**config.mk**
```make
export PLATFORM = sky130hd
export DESIGN_NAME = rangefinder_frame_parser_flat
export DESIGN_NICKNAME = d
export VERILOG_FILES = /design/src/rfp_pkg.sv /design/src/rfp_if.sv /design/src/rfp_window.sv /design/src/rangefinder_frame_parser.sv /design/src/flat_wrapper.sv
export SDC_FILE = /design/constraint.sdc
export NUM_CORES = 1
export LEC_CHECK = 0
export ABC_AREA = 0
export BUFFER_PORTS_ARGS = -buffer_cell sky130_fd_sc_hd__buf_2
export CAP_MARGIN = 5
export CORE_ASPECT_RATIO = 0.9
export CORE_MARGIN = 10
export CORE_UTILIZATION = 51
export DETAILED_ROUTE_END_ITERATION = 8
export GPL_TIMING_DRIVEN = 0
export PLACE_DENSITY = 0.69
export SYNTH_ARGS = -nofsm -noshare
export SYNTH_HDL_FRONTEND = slang
export SYNTH_SLANG_ARGS = --single-unit
```
**constraint.sdc**
```tcl
create_clock -name clk -period 6.7 [get_ports clk]
set_clock_uncertainty 0.05 [all_clocks]
set_input_delay 0.67 -clock clk [delete_from_list [all_inputs] [get_ports clk]]
set_output_delay 0.67 -clock clk [all_outputs]
set_load 0.01 [all_outputs]
```
**src/rfp_pkg.sv**
```systemverilog
// Package for the rangefinder frame parser.
// Constants, codes, state type and window types; no dependencies.
`default_nettype none
package rfp_pkg;

    localparam int LONG_FRAME_BYTES  = 13;
    localparam int SHORT_FRAME_BYTES = 9;
    localparam int MAX_DECISIONS     = 5;
    localparam int FILL_W            = $clog2(LONG_FRAME_BYTES + 1);
    localparam int IDX_W             = $clog2(LONG_FRAME_BYTES);
    localparam int RANGE_W           = 18;
    localparam int BCD_W             = 15;
    localparam int CNT_W             = $clog2(MAX_DECISIONS + 1);
    localparam int ADDR_W            = 3;
    localparam int DATA_W            = 32;

    localparam logic [7:0] SYNC_A    = 8'hAA;
    localparam logic [7:0] SYNC_E    = 8'hEE;
    localparam logic [7:0] CMD_LONG  = 8'h04;
    localparam logic [7:0] CMD_ECHO  = 8'h01;

    localparam logic [RANGE_W-1:0] MIN_RANGE_RESET = RANGE_W'(50);
    localparam logic [RANGE_W-1:0] MAX_RANGE_RESET = RANGE_W'(50000);

    // register select, taken from paddr[2]
    localparam logic REG_MIN_RANGE = 1'b0;
    localparam logic REG_MAX_RANGE = 1'b1;

    localparam logic [1:0] STAT_IN_RANGE  = 2'd0;
    localparam logic [1:0] STAT_OUT_RANGE = 2'd1;
    localparam logic [1:0] STAT_ECHO      = 2'd2;
    localparam logic [1:0] STAT_INVALID   = 2'd3;

    localparam logic [1:0] FMT_SHORT = 2'd0;
    localparam logic [1:0] FMT_LONG  = 2'd1;
    localparam logic [1:0] FMT_EE    = 2'd2;

    typedef enum logic [2:0] {
        ST_IDLE,
        ST_CHECK,
        ST_SUM,
        ST_EVAL,
        ST_SCALE,
        ST_RANGE,
        ST_DROP,
        ST_SCAN
    } state_t;

    typedef logic [LONG_FRAME_BYTES-1:0][7:0] window_t;

    typedef struct packed {
        logic       append;
        logic       shift;
        logic [7:0] data;
    } window_ctl_t;

endpackage
`default_nettype wire

```
**src/rfp_if.sv**
```systemverilog
// Channel interfaces for the rangefinder frame parser: input byte and result beat.
// Depends on rfp_pkg.
`default_nettype none
interface rfp_byte_if;
    logic       valid;
    logic       ready;
    logic [7:0] rx_byte;

    modport source (output valid, output rx_byte, input ready);
    modport sink   (input valid, input rx_byte, output ready);
endinterface

interface rfp_result_if;
    import rfp_pkg::*;
    logic               valid;
    logic               ready;
    logic [1:0]         status;
    logic [1:0]         frame_format;
    logic [RANGE_W-1:0] distance_mm;
    logic               last;

    modport source (output valid, output status, output frame_format,
                    output distance_mm, output last, input ready);
    modport sink   (input valid, input status, input frame_format,
                    input distance_mm, input last, output ready);
endinterface
`default_nettype wire

```
**src/rfp_window.sv**
```systemverilog
// Byte window of the frame parser: append, shift by one, fill count, indexed read.
// Depends on rfp_pkg.
`default_nettype none
module rfp_window (
    input  wire logic                      clk,
    input  wire logic                      rst_n,
    input  wire rfp_pkg::window_ctl_t      ctl,
    input  wire logic [rfp_pkg::IDX_W-1:0] rd_idx,
    output logic [7:0]                     rd_data,
    output rfp_pkg::window_t               bytes,
    output logic [rfp_pkg::FILL_W-1:0]     fill
);
    import rfp_pkg::*;

    window_t           bytes_reg;
    logic [FILL_W-1:0] fill_reg;

    always_ff @(posedge clk or negedge rst_n)
    begin
        if (!rst_n)
        begin
            fill_reg <= '0;
        end
        else if (ctl.append)
        begin
            if (fill_reg >= FILL_W'(LONG_FRAME_BYTES))
                fill_reg <= FILL_W'(1);
            else
                fill_reg <= fill_reg + FILL_W'(1);
        end
        else if (ctl.shift && fill_reg != '0)
        begin
            fill_reg <= fill_reg - FILL_W'(1);
        end
    end

    always_ff @(posedge clk)
    begin
        if (ctl.append)
        begin
            if (fill_reg >= FILL_W'(LONG_FRAME_BYTES))
                bytes_reg[0] <= ctl.data;
            else
                bytes_reg[fill_reg[IDX_W-1:0]] <= ctl.data;
        end
        else if (ctl.shift)
        begin
            for (int i = 0; i < LONG_FRAME_BYTES - 1; i++)
                bytes_reg[i] <= bytes_reg[i+1];
        end
    end

    assign rd_data = bytes_reg[rd_idx];
    assign bytes   = bytes_reg;
    assign fill    = fill_reg;

endmodule
`default_nettype wire

```
**src/rangefinder_frame_parser.sv**
```systemverilog
// Rangefinder frame parser top level. Depends on rfp_pkg, rfp_if, rfp_window.
// A byte that causes no decision passes only through idle and check; each decision adds
// a checksum adder walk of one byte per cycle, then decode, scale, range compare, and
// a window shift of one byte per cycle for the consumed and skipped bytes.
// One byte is in work at a time; up to five results per byte leave through an output register.
// Reset clears the window fill, the sequencer and the output, and loads the range limits.
`default_nettype none
module rangefinder_frame_parser (
    input  wire logic                      clk,
    input  wire logic                      rst_n,
    input  wire logic                      psel,
    input  wire logic                      penable,
    input  wire logic                      pwrite,
    input  wire logic [rfp_pkg::ADDR_W-1:0] paddr,
    input  wire logic [rfp_pkg::DATA_W-1:0] pwdata,
    output logic [rfp_pkg::DATA_W-1:0]     prdata,
    output logic                           pready,
    rfp_byte_if.sink                       byte_in,
    rfp_result_if.source                   result_out
);
    import rfp_pkg::*;

    logic [RANGE_W-1:0] min_range_reg;
    logic [RANGE_W-1:0] max_range_reg;

    state_t state_reg, state_next;

    window_ctl_t       win_ctl;
    logic [IDX_W-1:0]  rd_idx;
    logic [7:0]        rd_data;
    window_t           w;
    logic [FILL_W-1:0] fill;

    logic [CNT_W-1:0]   count_reg, count_next;
    logic [IDX_W-1:0]   idx_reg, idx_next;
    logic [7:0]         acc_reg, acc_next;
    logic               sum9_ok_reg, sum9_ok_next;
    logic               sum13_ok_reg, sum13_ok_next;
    logic               meas_reg, meas_next;
    logic               scale_reg, scale_next;
    logic [BCD_W-1:0]   bcd_reg, bcd_next;
    logic [FILL_W-1:0]  drop_reg, drop_next;
    logic [1:0]         pend_status_reg, pend_status_next;
    logic [1:0]         pend_fmt_reg, pend_fmt_next;
    logic [RANGE_W-1:0] pend_dist_reg, pend_dist_next;
    logic               pend_valid_reg, pend_valid_next;

    logic               out_valid_reg, out_valid_next;
    logic [1:0]         out_status_reg, out_fmt_reg;
    logic [RANGE_W-1:0] out_dist_reg;
    logic               out_last_reg;

    logic               accept, in_sync, is_ee, long_try, follows, slot_free, out_load;
    logic               sum_done;
    logic [7:0]         sum_val;
    logic [1:0]         ev_status, ev_fmt;
    logic               ev_meas, ev_scale;
    logic [7:0]         ev_hi, ev_lo;
    logic [FILL_W-1:0]  ev_used;

    rfp_window u_window (
        .clk     (clk),
        .rst_n   (rst_n),
        .ctl     (win_ctl),
        .rd_idx  (rd_idx),
        .rd_data (rd_data),
        .bytes   (w),
        .fill    (fill)
    );

    // configuration
    assign pready = 1'b1;
    assign prdata = (paddr[2] == REG_MAX_RANGE) ? DATA_W'(max_range_reg)
                                                : DATA_W'(min_range_reg);

    always_ff @(posedge clk or negedge rst_n)
    begin
        if (!rst_n)
        begin
            min_range_reg <= MIN_RANGE_RESET;
            max_range_reg <= MAX_RANGE_RESET;
        end
        else if (psel && penable && pwrite && pready)
        begin
            if (paddr[2] == REG_MIN_RANGE)
                min_range_reg <= pwdata[RANGE_W-1:0];
            else
                max_range_reg <= pwdata[RANGE_W-1:0];
        end
    end

    // shared decode terms
    assign accept    = byte_in.valid && byte_in.ready;
    assign in_sync   = (byte_in.rx_byte == SYNC_A) || (byte_in.rx_byte == SYNC_E);
    assign is_ee     = (w[0] == SYNC_E);
    assign long_try  = !is_ee && (w[4] == 8'h00) && (w[5] == CMD_LONG);
    assign follows   = (count_reg < CNT_W'(MAX_DECISIONS))
                       && (fill >= FILL_W'(SHORT_FRAME_BYTES))
                       && !(long_try && (fill < FILL_W'(LONG_FRAME_BYTES)));
    assign slot_free = !out_valid_reg || result_out.ready;
    assign out_load  = (state_reg == ST_CHECK) && pend_valid_reg && slot_free;
    assign sum_val   = acc_reg + rd_data;
    assign sum_done  = (idx_reg == IDX_W'(SHORT_FRAME_BYTES - 2) && !long_try)
                       || (idx_reg == IDX_W'(LONG_FRAME_BYTES - 2));
    assign rd_idx    = idx_reg;

    // frame decision from the window and checksum flags
    always_comb
    begin
        ev_status = STAT_INVALID;
        ev_fmt    = FMT_SHORT;
        ev_meas   = 1'b0;
        ev_scale  = 1'b0;
        ev_hi     = w[5];
        ev_lo     = w[6];
        ev_used   = FILL_W'(1);
        if (is_ee)
        begin
            ev_fmt = FMT_EE;
            if (sum9_ok_reg)
            begin
                ev_meas  = 1'b1;
                ev_scale = 1'b1;
                ev_used  = FILL_W'(SHORT_FRAME_BYTES);
            end
        end
        else if (long_try && sum13_ok_reg)
        begin
            ev_fmt  = FMT_LONG;
            ev_meas = 1'b1;
            ev_hi   = w[8];
            ev_lo   = w[9];
            ev_used = FILL_W'(LONG_FRAME_BYTES);
        end
        else if (w[4] == 8'h00 && w[5] == CMD_ECHO)
        begin
            ev_status = STAT_ECHO;
            ev_used   = FILL_W'(SHORT_FRAME_BYTES);
        end
        else if (sum9_ok_reg && w[4] == 8'h00 && w[5] != 8'h00)
        begin
            ev_meas = 1'b1;
            ev_used = FILL_W'(SHORT_FRAME_BYTES);
        end
    end

    // next state
    always_comb
    begin
        state_next = state_reg;
        case (state_reg)
            ST_IDLE:
            begin
                if (accept && !(fill == '0 && !in_sync))
                    state_next = ST_CHECK;
            end
            ST_CHECK:
            begin
                if (!pend_valid_reg || slot_free)
                    state_next = follows ? ST_SUM : ST_IDLE;
            end
            ST_SUM:
            begin
                if (sum_done)
                    state_next = ST_EVAL;
            end
            ST_EVAL:  state_next = ST_SCALE;
            ST_SCALE: state_next = ST_RANGE;
            ST_RANGE: state_next = ST_DROP;
            ST_DROP:
            begin
                if (drop_reg == '0 || fill == '0)
                    state_next = ST_SCAN;
            end
            ST_SCAN:
            begin
                if (fill == '0 || w[0] == SYNC_A || w[0] == SYNC_E)
                    state_next = ST_CHECK;
            end
            default:  state_next = ST_IDLE;
        endcase
    end

    // datapath and window control
    always_comb
    begin
        win_ctl          = '0;
        win_ctl.data     = byte_in.rx_byte;
        count_next       = count_reg;
        idx_next         = idx_reg;
        acc_next         = acc_reg;
        sum9_ok_next     = sum9_ok_reg;
        sum13_ok_next    = sum13_ok_reg;
        meas_next        = meas_reg;
        scale_next       = scale_reg;
        bcd_next         = bcd_reg;
        drop_next        = drop_reg;
        pend_status_next = pend_status_reg;
        pend_fmt_next    = pend_fmt_reg;
        pend_dist_next   = pend_dist_reg;
        pend_valid_next  = pend_valid_reg;
        out_valid_next   = result_out.ready ? 1'b0 : out_valid_reg;
        case (state_reg)
            ST_IDLE:
            begin
                if (accept && !(fill == '0 && !in_sync))
                begin
                    win_ctl.append = 1'b1;
                    count_next     = '0;
                end
            end
            ST_CHECK:
            begin
                if (out_load)
                begin
                    out_valid_next  = 1'b1;
                    pend_valid_next = 1'b0;
                end
                idx_next = IDX_W'(1);
                acc_next = '0;
            end
            ST_SUM:
            begin
                acc_next = sum_val;
                idx_next = idx_reg + IDX_W'(1);
                if (idx_reg == IDX_W'(SHORT_FRAME_BYTES - 2))
                    sum9_ok_next = (sum_val == w[SHORT_FRAME_BYTES-1]);
                if (idx_reg == IDX_W'(LONG_FRAME_BYTES - 2))
                    sum13_ok_next = (sum_val == w[LONG_FRAME_BYTES-1]);
            end
            ST_EVAL:
            begin
                count_next       = count_reg + CNT_W'(1);
                meas_next        = ev_meas;
                scale_next       = ev_scale;
                drop_next        = ev_used;
                pend_status_next = ev_status;
                pend_fmt_next    = ev_fmt;
                bcd_next         = BCD_W'(ev_hi[7:4]) * BCD_W'(1000)
                                 + BCD_W'(ev_hi[3:0]) * BCD_W'(100)
                                 + BCD_W'(ev_lo[7:4]) * BCD_W'(10)
                                 + BCD_W'(ev_lo[3:0]);
            end
            ST_SCALE:
            begin
                if (!meas_reg)
                    pend_dist_next = '0;
                else if (scale_reg)
                    pend_dist_next = {bcd_reg, 3'b000} + RANGE_W'({bcd_reg, 1'b0});
                else
                    pend_dist_next = RANGE_W'(bcd_reg);
            end
            ST_RANGE:
            begin
                if (meas_reg)
                    pend_status_next = (pend_dist_reg >= min_range_reg
                                        && pend_dist_reg <= max_range_reg)
                                       ? STAT_IN_RANGE : STAT_OUT_RANGE;
                pend_valid_next = 1'b1;
            end
            ST_DROP:
            begin
                if (drop_reg != '0 && fill != '0)
                begin
                    win_ctl.shift = 1'b1;
                    drop_next     = drop_reg - FILL_W'(1);
                end
            end
            ST_SCAN:
            begin
                if (fill != '0 && w[0] != SYNC_A && w[0] != SYNC_E)
                    win_ctl.shift = 1'b1;
            end
            default:
            begin
                win_ctl = '0;
            end
        endcase
    end

    always_ff @(posedge clk or negedge rst_n)
    begin
        if (!rst_n)
        begin
            state_reg      <= ST_IDLE;
            count_reg      <= '0;
            pend_valid_reg <= 1'b0;
            out_valid_reg  <= 1'b0;
        end
        else
        begin
            state_reg      <= state_next;
            count_reg      <= count_next;
            pend_valid_reg <= pend_valid_next;
            out_valid_reg  <= out_valid_next;
        end
    end

    always_ff @(posedge clk)
    begin
        idx_reg         <= idx_next;
        acc_reg         <= acc_next;
        sum9_ok_reg     <= sum9_ok_next;
        sum13_ok_reg    <= sum13_ok_next;
        meas_reg        <= meas_next;
        scale_reg       <= scale_next;
        bcd_reg         <= bcd_next;
        drop_reg        <= drop_next;
        pend_status_reg <= pend_status_next;
        pend_fmt_reg    <= pend_fmt_next;
        pend_dist_reg   <= pend_dist_next;
        if (out_load)
        begin
            out_status_reg <= pend_status_reg;
            out_fmt_reg    <= pend_fmt_reg;
            out_dist_reg   <= pend_dist_reg;
            out_last_reg   <= !follows;
        end
    end

    assign byte_in.ready           = (state_reg == ST_IDLE);
    assign result_out.valid        = out_valid_reg;
    assign result_out.status       = out_status_reg;
    assign result_out.frame_format = out_fmt_reg;
    assign result_out.distance_mm  = out_dist_reg;
    assign result_out.last         = out_last_reg;

    // checks
    a_fill_bound: assert property (@(posedge clk) disable iff (!rst_n)
        fill <= FILL_W'(LONG_FRAME_BYTES))
        else $error("window fill above window depth");

    a_decision_cap: assert property (@(posedge clk) disable iff (!rst_n)
        count_reg <= CNT_W'(MAX_DECISIONS))
        else $error("more decisions than allowed for one beat");

    a_ready_no_pending: assert property (@(posedge clk) disable iff (!rst_n)
        byte_in.ready |-> !pend_valid_reg)
        else $error("input taken with a result still pending");

    a_sum_needs_frame: assert property (@(posedge clk) disable iff (!rst_n)
        (state_reg == ST_SUM) |-> (fill >= FILL_W'(SHORT_FRAME_BYTES)))
        else $error("checksum walk on a short window");

    a_load_then_valid: assert property (@(posedge clk) disable iff (!rst_n)
        out_load |=> result_out.valid)
        else $error("result load lost");

endmodule
`default_nettype wire

```
**src/flat_wrapper.sv**
```systemverilog
// flat-port wrapper written by rule: the top's interface ports become plain ports
module rangefinder_frame_parser_flat import rfp_pkg::*;
  (clk, rst_n, psel, penable, pwrite, paddr, pwdata, prdata, pready, byte_in_valid, byte_in_rx_byte, byte_in_ready, result_out_valid, result_out_status, result_out_frame_format, result_out_distance_mm, result_out_last, result_out_ready);
  rfp_byte_if byte_in_i ();
  rfp_result_if result_out_i ();
  input  wire logic clk;
  input  wire logic rst_n;
  input  wire logic psel;
  input  wire logic penable;
  input  wire logic pwrite;
  input  wire logic [rfp_pkg::ADDR_W-1:0] paddr;
  input  wire logic [rfp_pkg::DATA_W-1:0] pwdata;
  output logic [rfp_pkg::DATA_W-1:0] prdata;
  output logic pready;
  input wire logic [$bits(byte_in_i.valid)-1:0] byte_in_valid;
  input wire logic [$bits(byte_in_i.rx_byte)-1:0] byte_in_rx_byte;
  output wire logic [$bits(byte_in_i.ready)-1:0] byte_in_ready;
  output wire logic [$bits(result_out_i.valid)-1:0] result_out_valid;
  output wire logic [$bits(result_out_i.status)-1:0] result_out_status;
  output wire logic [$bits(result_out_i.frame_format)-1:0] result_out_frame_format;
  output wire logic [$bits(result_out_i.distance_mm)-1:0] result_out_distance_mm;
  output wire logic [$bits(result_out_i.last)-1:0] result_out_last;
  input wire logic [$bits(result_out_i.ready)-1:0] result_out_ready;
  assign byte_in_i.valid = byte_in_valid;
  assign byte_in_i.rx_byte = byte_in_rx_byte;
  assign byte_in_ready = byte_in_i.ready;
  assign result_out_valid = result_out_i.valid;
  assign result_out_status = result_out_i.status;
  assign result_out_frame_format = result_out_i.frame_format;
  assign result_out_distance_mm = result_out_i.distance_mm;
  assign result_out_last = result_out_i.last;
  assign result_out_i.ready = result_out_ready;
  rangefinder_frame_parser u_core (.clk(clk), .rst_n(rst_n), .psel(psel), .penable(penable), .pwrite(pwrite), .paddr(paddr), .pwdata(pwdata), .prdata(prdata), .pready(pready), .byte_in(byte_in_i), .result_out(result_out_i));
endmodule
```
==> results of run 1 <==
-- Yosys cell counts, types with 21 or more instances --
cell type | number | area [sq um]
mux4_2 | 24 | 541
inv_1 | 89 | 334
nor2_1 | 43 | 161
nand2_1 | 257 | 965
edfxtp_1 | 184 | 5530
mux2_2 | 45 | 507
and2_1 | 21 | 131
ha_1 | 115 | 1440
dfrtp_1 | 39 | 976
clkbuf_1 | 33 | 124
o21ai_0 | 59 | 295
xnor2_1 | 36 | 315
nand3_1 | 103 | 515
a21oi_1 | 48 | 240
-- layer usage --
metal  vias to the layer above  global-route usage [%]  wire length (um)
met4                         0                    6.69              1460
met1                      5389                    28.8             16600
met5                         -                       0                 0
met3                        85                    3.81              3330
li1                       5293                       -                 -
met2                       443                    35.6             18300
-- how the worst min path moves through the flow --
stage / cells after the start / slack (ps) / end / startpoint
6_report: 1 / 290 / u_core.min_range_reg[8]$_DFFE_PN0P_ / rst_n
3_3_place_gp: 0 / 360 / u_core.result_out.frame_format[0]$_DFFE_PP_ / u_core.pend_fmt_reg[0]$_SDFFCE_PP0P_
2_1_floorplan: 0 / 320 / u_core.count_reg[0]$_DFFE_PN0P_ / rst_n
4_1_cts: 1 / 320 / u_core.min_range_reg[11]$_DFFE_PN0P_ / rst_n
3_5_place_dp: 0 / 350 / u_core.result_out.frame_format[0]$_DFFE_PP_ / u_core.pend_fmt_reg[0]$_SDFFCE_PP0P_
5_1_grt: 2 / 340 / u_core.min_range_reg[13]$_DFFE_PN0P_ / pwdata[13]
-- through the flow --
stage | instances | hold slack (ps) | instance area, sq um
floorplan | 1430 | 324 | 14800
global placement | 1871 | 356 | 15700
detailed placement | 1874 | 355 | 15700
CTS | 1919 | 320 | 16500
global route | 1920 | 343 | 16500
finish | 1920 | 291 | 16500
-- critical path, stage by stage, from the launching register on --
cell	delay, ps
edfxtp_1	530
nor4_1	350
nand2_1	200
nor4b_4	430
and2_1	200
buf_6	140
buf_6	150
a21o_1	210
inv_1	130
fa_1	580
inv_1	120
fa_1	470
ha_1	360
a21o_1	170
a21oi_1	220
xnor2_1	180
ha_1	270
ha_1	300
ha_1	340
o21a_1	130
nor2_1	30
a21oi_1	200
a31oi_1	140
xnor2_1	150
-- area by class of cell --
type / count / area (sq um) / share of cell area (%)
plain buffers: 90 / 444 / 2.69
clock buffers: 31 / 648 / 3.92
clock inverters: 14 / 149 / 0.900
inverters: 91 / 342 / 2.07
multi-input cells: 1017 / 7330 / 44.3
flip-flops and latches: 232 / 6740 / 40.7
well taps: 366 / 458 / 2.77
repair buffers: 79 / 427 / 2.58
-- cells by family after synthesis --
family,after synthesis,share of synthesized area (%)
AO/OA/AOI/OAI,218,9.54
other,2,0.0508
buffers and inverters,181,5.32
adder cells (fa/ha/maj),134,12.3
multiplexers,81,7.90
AND/OR/NAND/NOR,519,16.3
flip-flops,232,45.6
XOR/XNOR,50,2.96
-- repair_timing --
action                                 4_1_cts  5_1_grt
pin swaps                                    0        0
gates resized for setup                      1        2
setup endpoints to repair                    1        3
endpoints found under the hold margin        0        0
==> metrics.md, run 1 <==
| Metric | Value |
|---|---|
| Status | `completed` |
| TritonCTS Buffers | `25` |
| First-pass GRT wire length | `between 60000 and 70000 um` |
| Vias in the first global route | `around 11000` |
| Clk slew on worst S/H paths | `60 ps` |
| Area delta synth->final | `11.9%` |
| Crit path from | `u_core.u_window.bytes[38]$_DFFE_PP_` |
| Asr flop ratio synth | `20.7%` |
| Worst-margin pin slew | `1240 ps` |
| Reg2Reg Setup Slack | `370 ps` |
| Max cap viols | `0` |
| Filler instances | `approximately 2500` |
| Max transition margin | `16.3%` |
| Synth Flop Type | `edfxtp_1` |
| Max FFs per register | `104` |
| Final nets | `1720` |
| Vert. Die Dim | `181 um` |
| Die footprint | `0.0362 sq mm` |
| Tcrit/Tclk final | `94.5%` |
| R2r endpoint | `u_core.bcd_reg[13]$_DFFE_PP_` |
| Worst Setup End Kind | `flip-flop` |
| Yosys reg bits | `between 200 and 250` |
| Hold Path Class | `input port to async pin` |
| R2R cell count | `23` |
| Worst EP required | `slightly below 7000 ps` |
| Remaining Overflow, GRT | `0` |
| Crit Path Category | `flip-flop to flip-flop` |
| Cell chosen for the clock root | `clkbuf_16` |
| Cells after synthesis | `1417` |
| F_max | `0.158 GHz` |
| H-tree levels | `1` |
| Worst-skew pair later-pin latency | `530 ps` |
| Unique cell type count in the Yosys netlist | `69` |
| Yosys warnings | `0` |
| Avg WL per Cell | `20.7 um` |
| Hold Fails Final Rpt | `0` |
| Post-CTS setup buffers | `0` |
| Seq/Total Area, Yosys | `45.6%` |
| PortBufs | `75` |
| DRT Wirelength | `about 40000 um` |
| Mapped Area | `0.0148 sq mm` |
| RSZ-0062 raised after global routing | `false` |
| Std cell rows | `59` |
| Commonest non-fill, non-tap cell in the layout | `nand2_1` |
| CTS Sinks | `between 200 and 250` |
| Max Slew Vio Count | `0` |
| Dpl hpwl | `~31000 um` |
| First drt pass iteration count | `5` |
| Gr usage total | `21.8%` |
| Initial drt markers | `919` |
| Initial antenna violation count | `0` |
| Most frequent cells in the layout | `257 x nand2_1, 184 x edfxtp_1, 115 x ha_1` |
| Vias after detailed routing | `roughly 11000` |
| CTS tree | `built` |
| Setup slack at placement | `11.8 ps` |
| Core area | `between 0.02 and 0.03 sq mm` |
| Worst EP arrival | `6540 ps` |
| Pin count of the biggest net entering global routing | `49` |
| DR vias/cell | `5.84` |
| Final core utilization | `roughly 58%` |
| Clk buf depth | `3` |
| Post-synth EDFFs | `184` |
| Ratio of cells with drive above 1 in the final layout | `16.0%` |
| Maximum fanout along the worst path | `10` |
| Initial Util | `51.4%` |
| Minimum clock period | `6330 ps` |
| R2r startpoint | `u_core.u_window.bytes[38]$_DFFE_PP_` |
| Antenna Nets Post-Route | `0` |
| GPL Wtd Cong | `0.944` |
| Startpoint types | `flip-flop` |
| N_diodes | `0` |
| Worst Setup EP | `u_core.bcd_reg[13]$_DFFE_PP_` |
| Synth Area per Inst | `between 10 and 15 sq um` |
| Cts-stage hold buffer count | `0` |
| Setup TNS Final | `0 ps` |
| Die Wd | `roughly 200 um` |
| Detailed-route DRC error count | `0` |
| Final setup margin | `368 ps` |
| Endpoints failing setup | `0` |
| Num ports | `108` |
Power of run 1 is left out: the tool's default activity adds up to more than one toggle a clock period on the data nets, which glitch-free logic cannot reach.
==> inputs of run 2 (changes only) <==
--- a/config.mk
+++ b/config.mk
@@ -7,12 +7,10 @@
 export LEC_CHECK = 0
 export ABC_AREA = 0
 export BUFFER_PORTS_ARGS = -buffer_cell sky130_fd_sc_hd__buf_2
-export CAP_MARGIN = 5
 export CORE_ASPECT_RATIO = 0.9
 export CORE_MARGIN = 10
 export CORE_UTILIZATION = 51
 export DETAILED_ROUTE_END_ITERATION = 8
-export GPL_TIMING_DRIVEN = 0
 export PLACE_DENSITY = 0.69
 export SYNTH_ARGS = -nofsm -noshare
 export SYNTH_HDL_FRONTEND = slang
==> constraint.sdc (replaced) <==
create_clock -name clk -period 6.7 [get_ports clk]
set_clock_uncertainty 0.05 [all_clocks]
set_input_delay 0.335 -clock clk [delete_from_list [all_inputs] [get_ports clk]]
set_output_delay 0.335 -clock clk [all_outputs]
set_load 0.01 [all_outputs]
==> metrics.md, run 2 (synthesis results as in run 1) <==
| Metric | Value |
|---|---|
| Status | `complete, but fails checks` |
| Violated checks | `negative hold slack` |
| Minimum clock period | `6110 ps` |
| Gr usage total | `20.3%` |
| CTS tree | `built` |
| Initial antenna violation count | `0` |
| Post-CTS setup buffers | `0` |
| Maximum fanout along the worst path | `13` |
| DR vias/cell | `5.90` |
| Vias in the first global route | `10600` |
| Most frequent cells in the layout | `257 x nand2_1, 184 x edfxtp_1, 115 x ha_1` |
| Max Slew Vio Count | `0` |
| Tcrit/Tclk final | `91.2%` |
| Antenna Nets Post-Route | `0` |
| F_max | `0.164 GHz` |
| N_diodes | `0` |
| Commonest non-fill, non-tap cell in the layout | `nand2_1` |
| Pin count of the biggest net entering global routing | `100` |
| First-pass GRT wire length | `59100 um` |
| Max FFs per register | `between 100 and 150` |
| Max cap viols | `0` |
| Die Wd | `roughly 200 um` |
| Vert. Die Dim | `181 um` |
| RSZ-0062 raised after global routing | `false` |
| Worst Setup End Kind | `flip-flop` |
| Detailed-route DRC error count | `0` |
| Endpoints failing setup | `0` |
| Initial Util | `51.4%` |
| Reg2Reg Setup Slack | `a little under 600 ps` |
| Initial drt markers | `between 1000 and 1500` |
| Multi-input gate area | `about 0.0073 sq mm` |
| DRT Wirelength | `37300 um` |
| Area delta synth->final | `10.1%` |
| Dpl hpwl | `27600 um` |
| Core area | `between 0.02 and 0.03 sq mm` |
| R2r startpoint | `u_core.u_window.bytes[47]$_DFFE_PP_` |
| Die footprint | `0.0362 sq mm` |
| First drt pass iteration count | `7` |
| Cts-stage hold buffer count | `4` |
| Hold Path Class | `input port to async pin` |
| Crit Path Category | `flip-flop to flip-flop` |
| Vias after detailed routing | `10900` |
| Clk slew on worst S/H paths | `~60 ps` |
| Post-CTS sizing | `0` |
| Hold WS | `-34.7 ps` |
| Setup TNS Final | `0 ps` |
| TritonCTS Buffers | `25` |
| Worst-skew pair later-pin latency | `530 ps` |
| R2R cell count | `21` |
| Cell chosen for the clock root | `clkbuf_16` |
| Startpoint types | `flip-flop` |
| Worst EP arrival | `6320 ps` |
| Remaining Overflow, GRT | `0` |
| Max transition margin | `14.3%` |
| Worst-margin pin slew | `1270 ps` |
| Hold Fails Final Rpt | `39` |
| PortBufs | `76` |
| Filler instances | `about 2500` |
| Reg area | `around 0.0067 sq mm` |
| Num ports | `~110` |
| Avg WL per Cell | `20.2 um` |
| Std cell rows | `59` |
| H-tree levels | `1` |
| Final nets | `1646` |
| Ratio of cells with drive above 1 in the final layout | `15.2%` |
| Worst EP required | `slightly below 7000 ps` |
| CTS Sinks | `232` |
| GPL Wtd Cong | `0.937` |
| R2r endpoint | `u_core.bcd_reg[13]$_DFFE_PP_` |
| Clk buf depth | `3` |
## run 2: per-layer routing
| metal | track usage [%] | wire length, um |
|---|---|---|
| met5 | 0 | 0 |
| met3 | 3.14 | 2870 |
| met4 | 3.84 | 791 |
| met2 | 33.8 | 17900 |
| met1 | 27.5 | 15800 |
## run 2: layout make-up
type,count,share of cell area [%]
Clock inverter,18,1.50
Clock buffer,27,3.89
Tap cell,366,2.81
Inverter,91,2.10
Sequential cell,232,41.4
Timing Repair Buffer,95,3.28
Multi-Input combinational cell,1017,45.0
## run 2: worst max path at each step
stage | to | cells past startpoint | from | slack (ps)
finish | u_core.bcd_reg[13]$_DFFE_PP_ | 21 | u_core.u_window.bytes[47]$_DFFE_PP_ | 590
global route | u_core.bcd_reg[13]$_DFFE_PP_ | 21 | u_core.u_window.bytes[47]$_DFFE_PP_ | 110
CTS | u_core.bcd_reg[13]$_DFFE_PP_ | 21 | u_core.u_window.bytes[47]$_DFFE_PP_ | 620
detailed placement | u_core.bcd_reg[13]$_DFFE_PP_ | 21 | u_core.u_window.bytes[47]$_DFFE_PP_ | 660
global placement | u_core.bcd_reg[13]$_DFFE_PP_ | 21 | u_core.u_window.bytes[47]$_DFFE_PP_ | 740
floorplan | u_core.bcd_reg[13]$_DFFE_PP_ | 23 | u_core.u_window.bytes[47]$_DFFE_PP_ | 1090
## run 2: critical path, stage by stage (launching register included)
cell,delay (ps)
edfxtp_1,470
nor4_1,590
nand2_1,220
nor4b_2,290
and2_1,230
buf_4,230
mux2i_1,350
inv_1,80
ha_1,300
ha_1,210
inv_1,70
fa_1,430
fa_1,550
inv_1,50
ha_1,280
ha_1,340
a21o_1,190
a21oi_1,210
a2bb2oi_1,250
a21oi_1,130
a31oi_1,230
xnor2_1,80
## run 2: through the flow
step	utilization, %	instances	hold WS [ps]	setup slack [ps]	cell area [sq um]
final	56.7	1846	-34.7	587	16300
after global placement	53.5	1797	353	740	15400
after detailed placement	53.5	1797	358	655	15400
after CTS	56.7	1846	1.11	618	16300
after floorplan	-	1430	-10.6	1090	14800
after global routing	56.7	1846	7.52	109	16300
Power of run 2 is left out for the same reason.
==> inputs of run 3 (changes only) <==
--- a/config.mk
+++ b/config.mk
@@ -5,13 +5,13 @@
 export SDC_FILE = /design/constraint.sdc
 export NUM_CORES = 1
 export LEC_CHECK = 0
-export ABC_AREA = 0
+export ABC_AREA = 1
 export BUFFER_PORTS_ARGS = -buffer_cell sky130_fd_sc_hd__buf_2
 export CORE_ASPECT_RATIO = 0.9
 export CORE_MARGIN = 10
 export CORE_UTILIZATION = 51
 export DETAILED_ROUTE_END_ITERATION = 8
-export PLACE_DENSITY = 0.69
+export PLACE_DENSITY = 0.72
 export SYNTH_ARGS = -nofsm -noshare
 export SYNTH_HDL_FRONTEND = slang
 export SYNTH_SLANG_ARGS = --single-unit
==> constraint.sdc (replaced) <==
create_clock -name clk -period 5.2 [get_ports clk]
set_clock_uncertainty 0.05 [all_clocks]
set_input_delay 0.26 -clock clk [delete_from_list [all_inputs] [get_ports clk]]
set_output_delay 0.26 -clock clk [all_outputs]
set_load 0.01 [all_outputs]
==> metrics.md, run 3 <==
| Metric | Value |
|---|---|
| Max transition margin | `23.8%` |
| Status | `completed` |
| Gr usage total | `20.8%` |
| Tcrit/Tclk final | `between 90% and 100%` |
| Crit Path Category | `flip-flop to flip-flop` |
| Clk buf depth | `3` |
| Synth Area per Inst | `8.63 sq um` |
| Max Slew Vio Count | `0` |
| Worst-skew pair later-pin latency | `between 500 and 600 ps` |
| Minimum clock period | `5040 ps` |
| Cell chosen for the clock root | `clkbuf_16` |
| DRT Wirelength | `around 40000 um` |
| CTS tree | `built` |
| Unique cell type count in the Yosys netlist | `48` |
| Hold WS | `approximately 170 ps` |
| Cell Area, Placed | `0.0158 sq mm` |
| Most frequent cells in the layout | `337 x nand2_1, 240 x inv_1, 220 x o21ai_0` |
| Commonest non-fill, non-tap cell in the layout | `nand2_1` |
| PortBufs | `76` |
| Vias after detailed routing | `12500` |
| Initial antenna violation count | `0` |
| First-pass GRT wire length | `roughly 62000 um` |
| Worst EP required | `5410 ps` |
| Mapped Area | `0.0149 sq mm` |
| Finished layout cell area | `0.0171 sq mm` |
| Hold Fails Final Rpt | `0` |
| Final core utilization | `59.2%` |
| Ratio of cells with drive above 1 in the final layout | `approximately 14%` |
| Std cell rows | `between 50 and 60` |
| Yosys top cell area share | `37.1%` |
| Vert. Die Dim | `182 um` |
| Max cap viols | `0` |
| Avg WL per Cell | `17.7 um` |
| Detailed-route DRC error count | `0` |
| DR vias/cell | `5.55` |
| Post-synth EDFFs | `approximately 180` |
| Remaining Overflow, GRT | `0` |
| Synth area leader | `edfxtp_1` |
| Critical path's most frequent cell | `nand2_1` |
| Synth area leaders | `edfxtp_1 37%, ha_1 9.6%, nand2_1 8.6%, o21ai_0 7.5%, dfrtp_1 6.5%` |
| Area delta synth->final | `14.7%` |
| Worst EP arrival | `approximately 5300 ps` |
| Die footprint | `between 0.03 and 0.04 sq mm` |
| Clk slew on worst S/H paths | `60 ps` |
| Final setup margin | `161 ps` |
| R2R cell count | `28` |
| N_diodes | `0` |
| H-tree levels | `1` |
| Slowest stage delay, CP | `610 ps` |
| Cells after synthesis | `~1700` |
| Max FFs per register | `104` |
| Yosys reg bits | `232` |
| Commonest cells in the netlist | `343 x nand2_1, 242 x inv_1, 222 x o21ai_0` |
| Worst Setup End Kind | `flip-flop` |
| Yosys warnings | `0` |
| Hold Path Depth | `1` |
| Maximum fanout along the worst path | `3` |
| F_max | `slightly below 0.2 GHz` |
| CP max-delay cell | `fa_1` |
| Endpoints failing setup | `0` |
| Dpl hpwl | `between 20000 and 30000 um` |
| Asr flop ratio synth | `20.7%` |
| RSZ-0062 raised after global routing | `true` |
| Seq/Total Area, Yosys | `~45%` |
| TritonCTS Buffers | `25` |
| Setup slack at placement | `-113 ps` |
| Worst-margin pin slew | `around 1100 ps` |
| Vias in the first global route | `11800` |
| Core area | `slightly below 0.03 sq mm` |
| GPL Wtd Cong | `0.995` |
| Synth Flop Type | `edfxtp_1` |
| Final nets | `2023` |
| Initial drt markers | `1109` |
| Most instantiated library cell after synthesis | `nand2_1` |
| Die Wd | `200 um` |
| Num ports | `108` |
| CTS Sinks | `approximately 230` |
| Startpoint types | `flip-flop` |
| Antenna Nets Post-Route | `0` |
| Pin count of the biggest net entering global routing | `84` |
| First drt pass iteration count | `6` |
| Initial Util | `between 50% and 60%` |
| Hold Path Class | `input port to flip-flop` |
## run 3: cell count changes after synthesis, moves of 36 or more
cell	previous run	this run
mux2_2	45	0
a21oi_1	48	125
o21ai_0	59	222
inv_1	89	242
nor2_1	43	79
nand2_1	257	343
## run 3: worst paths after layout
check | start | to | slack (ps)
setup reg to reg | u_core.u_window.bytes[46]$_DFFE_PP_ | u_core.bcd_reg[13]$_DFFE_PP_ | 160
max in group asynchronous | rst_n | u_core.pend_valid_reg$_DFFE_PN0P_ | 3990
min in group asynchronous | rst_n | u_core.min_range_reg[3]$_DFFE_PN0P_ | 440
hold / removal | byte_in_rx_byte[7] | u_core.u_window.bytes[103]$_DFFE_PP_ | 170
setup / recovery | u_core.u_window.bytes[46]$_DFFE_PP_ | u_core.bcd_reg[13]$_DFFE_PP_ | 160
hold reg to reg | u_core.pend_status_reg[0]$_DFFE_PP_ | u_core.result_out.status[0]$_DFFE_PP_ | 380
## run 3: cell families after synthesis
kind of cell	share of synthesized area, %
simple gates	16.0
compound gates	15.9
buf+inv	9.08
flops	45.2
fa+ha+maj	12.2
xor+xnor	1.59
other cells	0.0504
## run 3: worst max-delay path: cells and delay by family (launching register included)
kind	cells	cell delay, ps
fa+ha+maj	6	2040
simple gates	13	1420
compound gates	4	470
flops	1	400
buf+inv	5	400
## run 3: metrics by stage
step	std cells	TNS (ps)
floorplan	1740	0
global placement	2182	0
detailed placement	2182	-253
CTS	2246	0
global route	2251	-131
finish	2251	0
## run 3: cell type report
type	instances	area [sq um]
Fill cell	2474	11800
Multi-Input combinational cell	1177	7180
Sequential cell	232	6740
Timing Repair Buffer	149	978
Inverter	254	953
Clock buffer	30	644
Tap cell	396	495
Clock inverter	13	111
## run 3: what timing repair did
item / 4_1_cts / 5_1_grt
hold endpoints to repair: 75 / 0
pin swaps: 7 / 20
buffers inserted: 1 / 5
hold buffers: 20 / 0
resized for setup: 12 / 40
endpoints found under the setup margin: 3 / 7
## run 3: per-layer routing
layer	wire (um)	GRT usage (%)
met1	16400	27.2
met2	19100	35.6
met3	3310	3.10
met4	1010	5.09
met5	0	0
Power of run 3 is left out for the same reason.
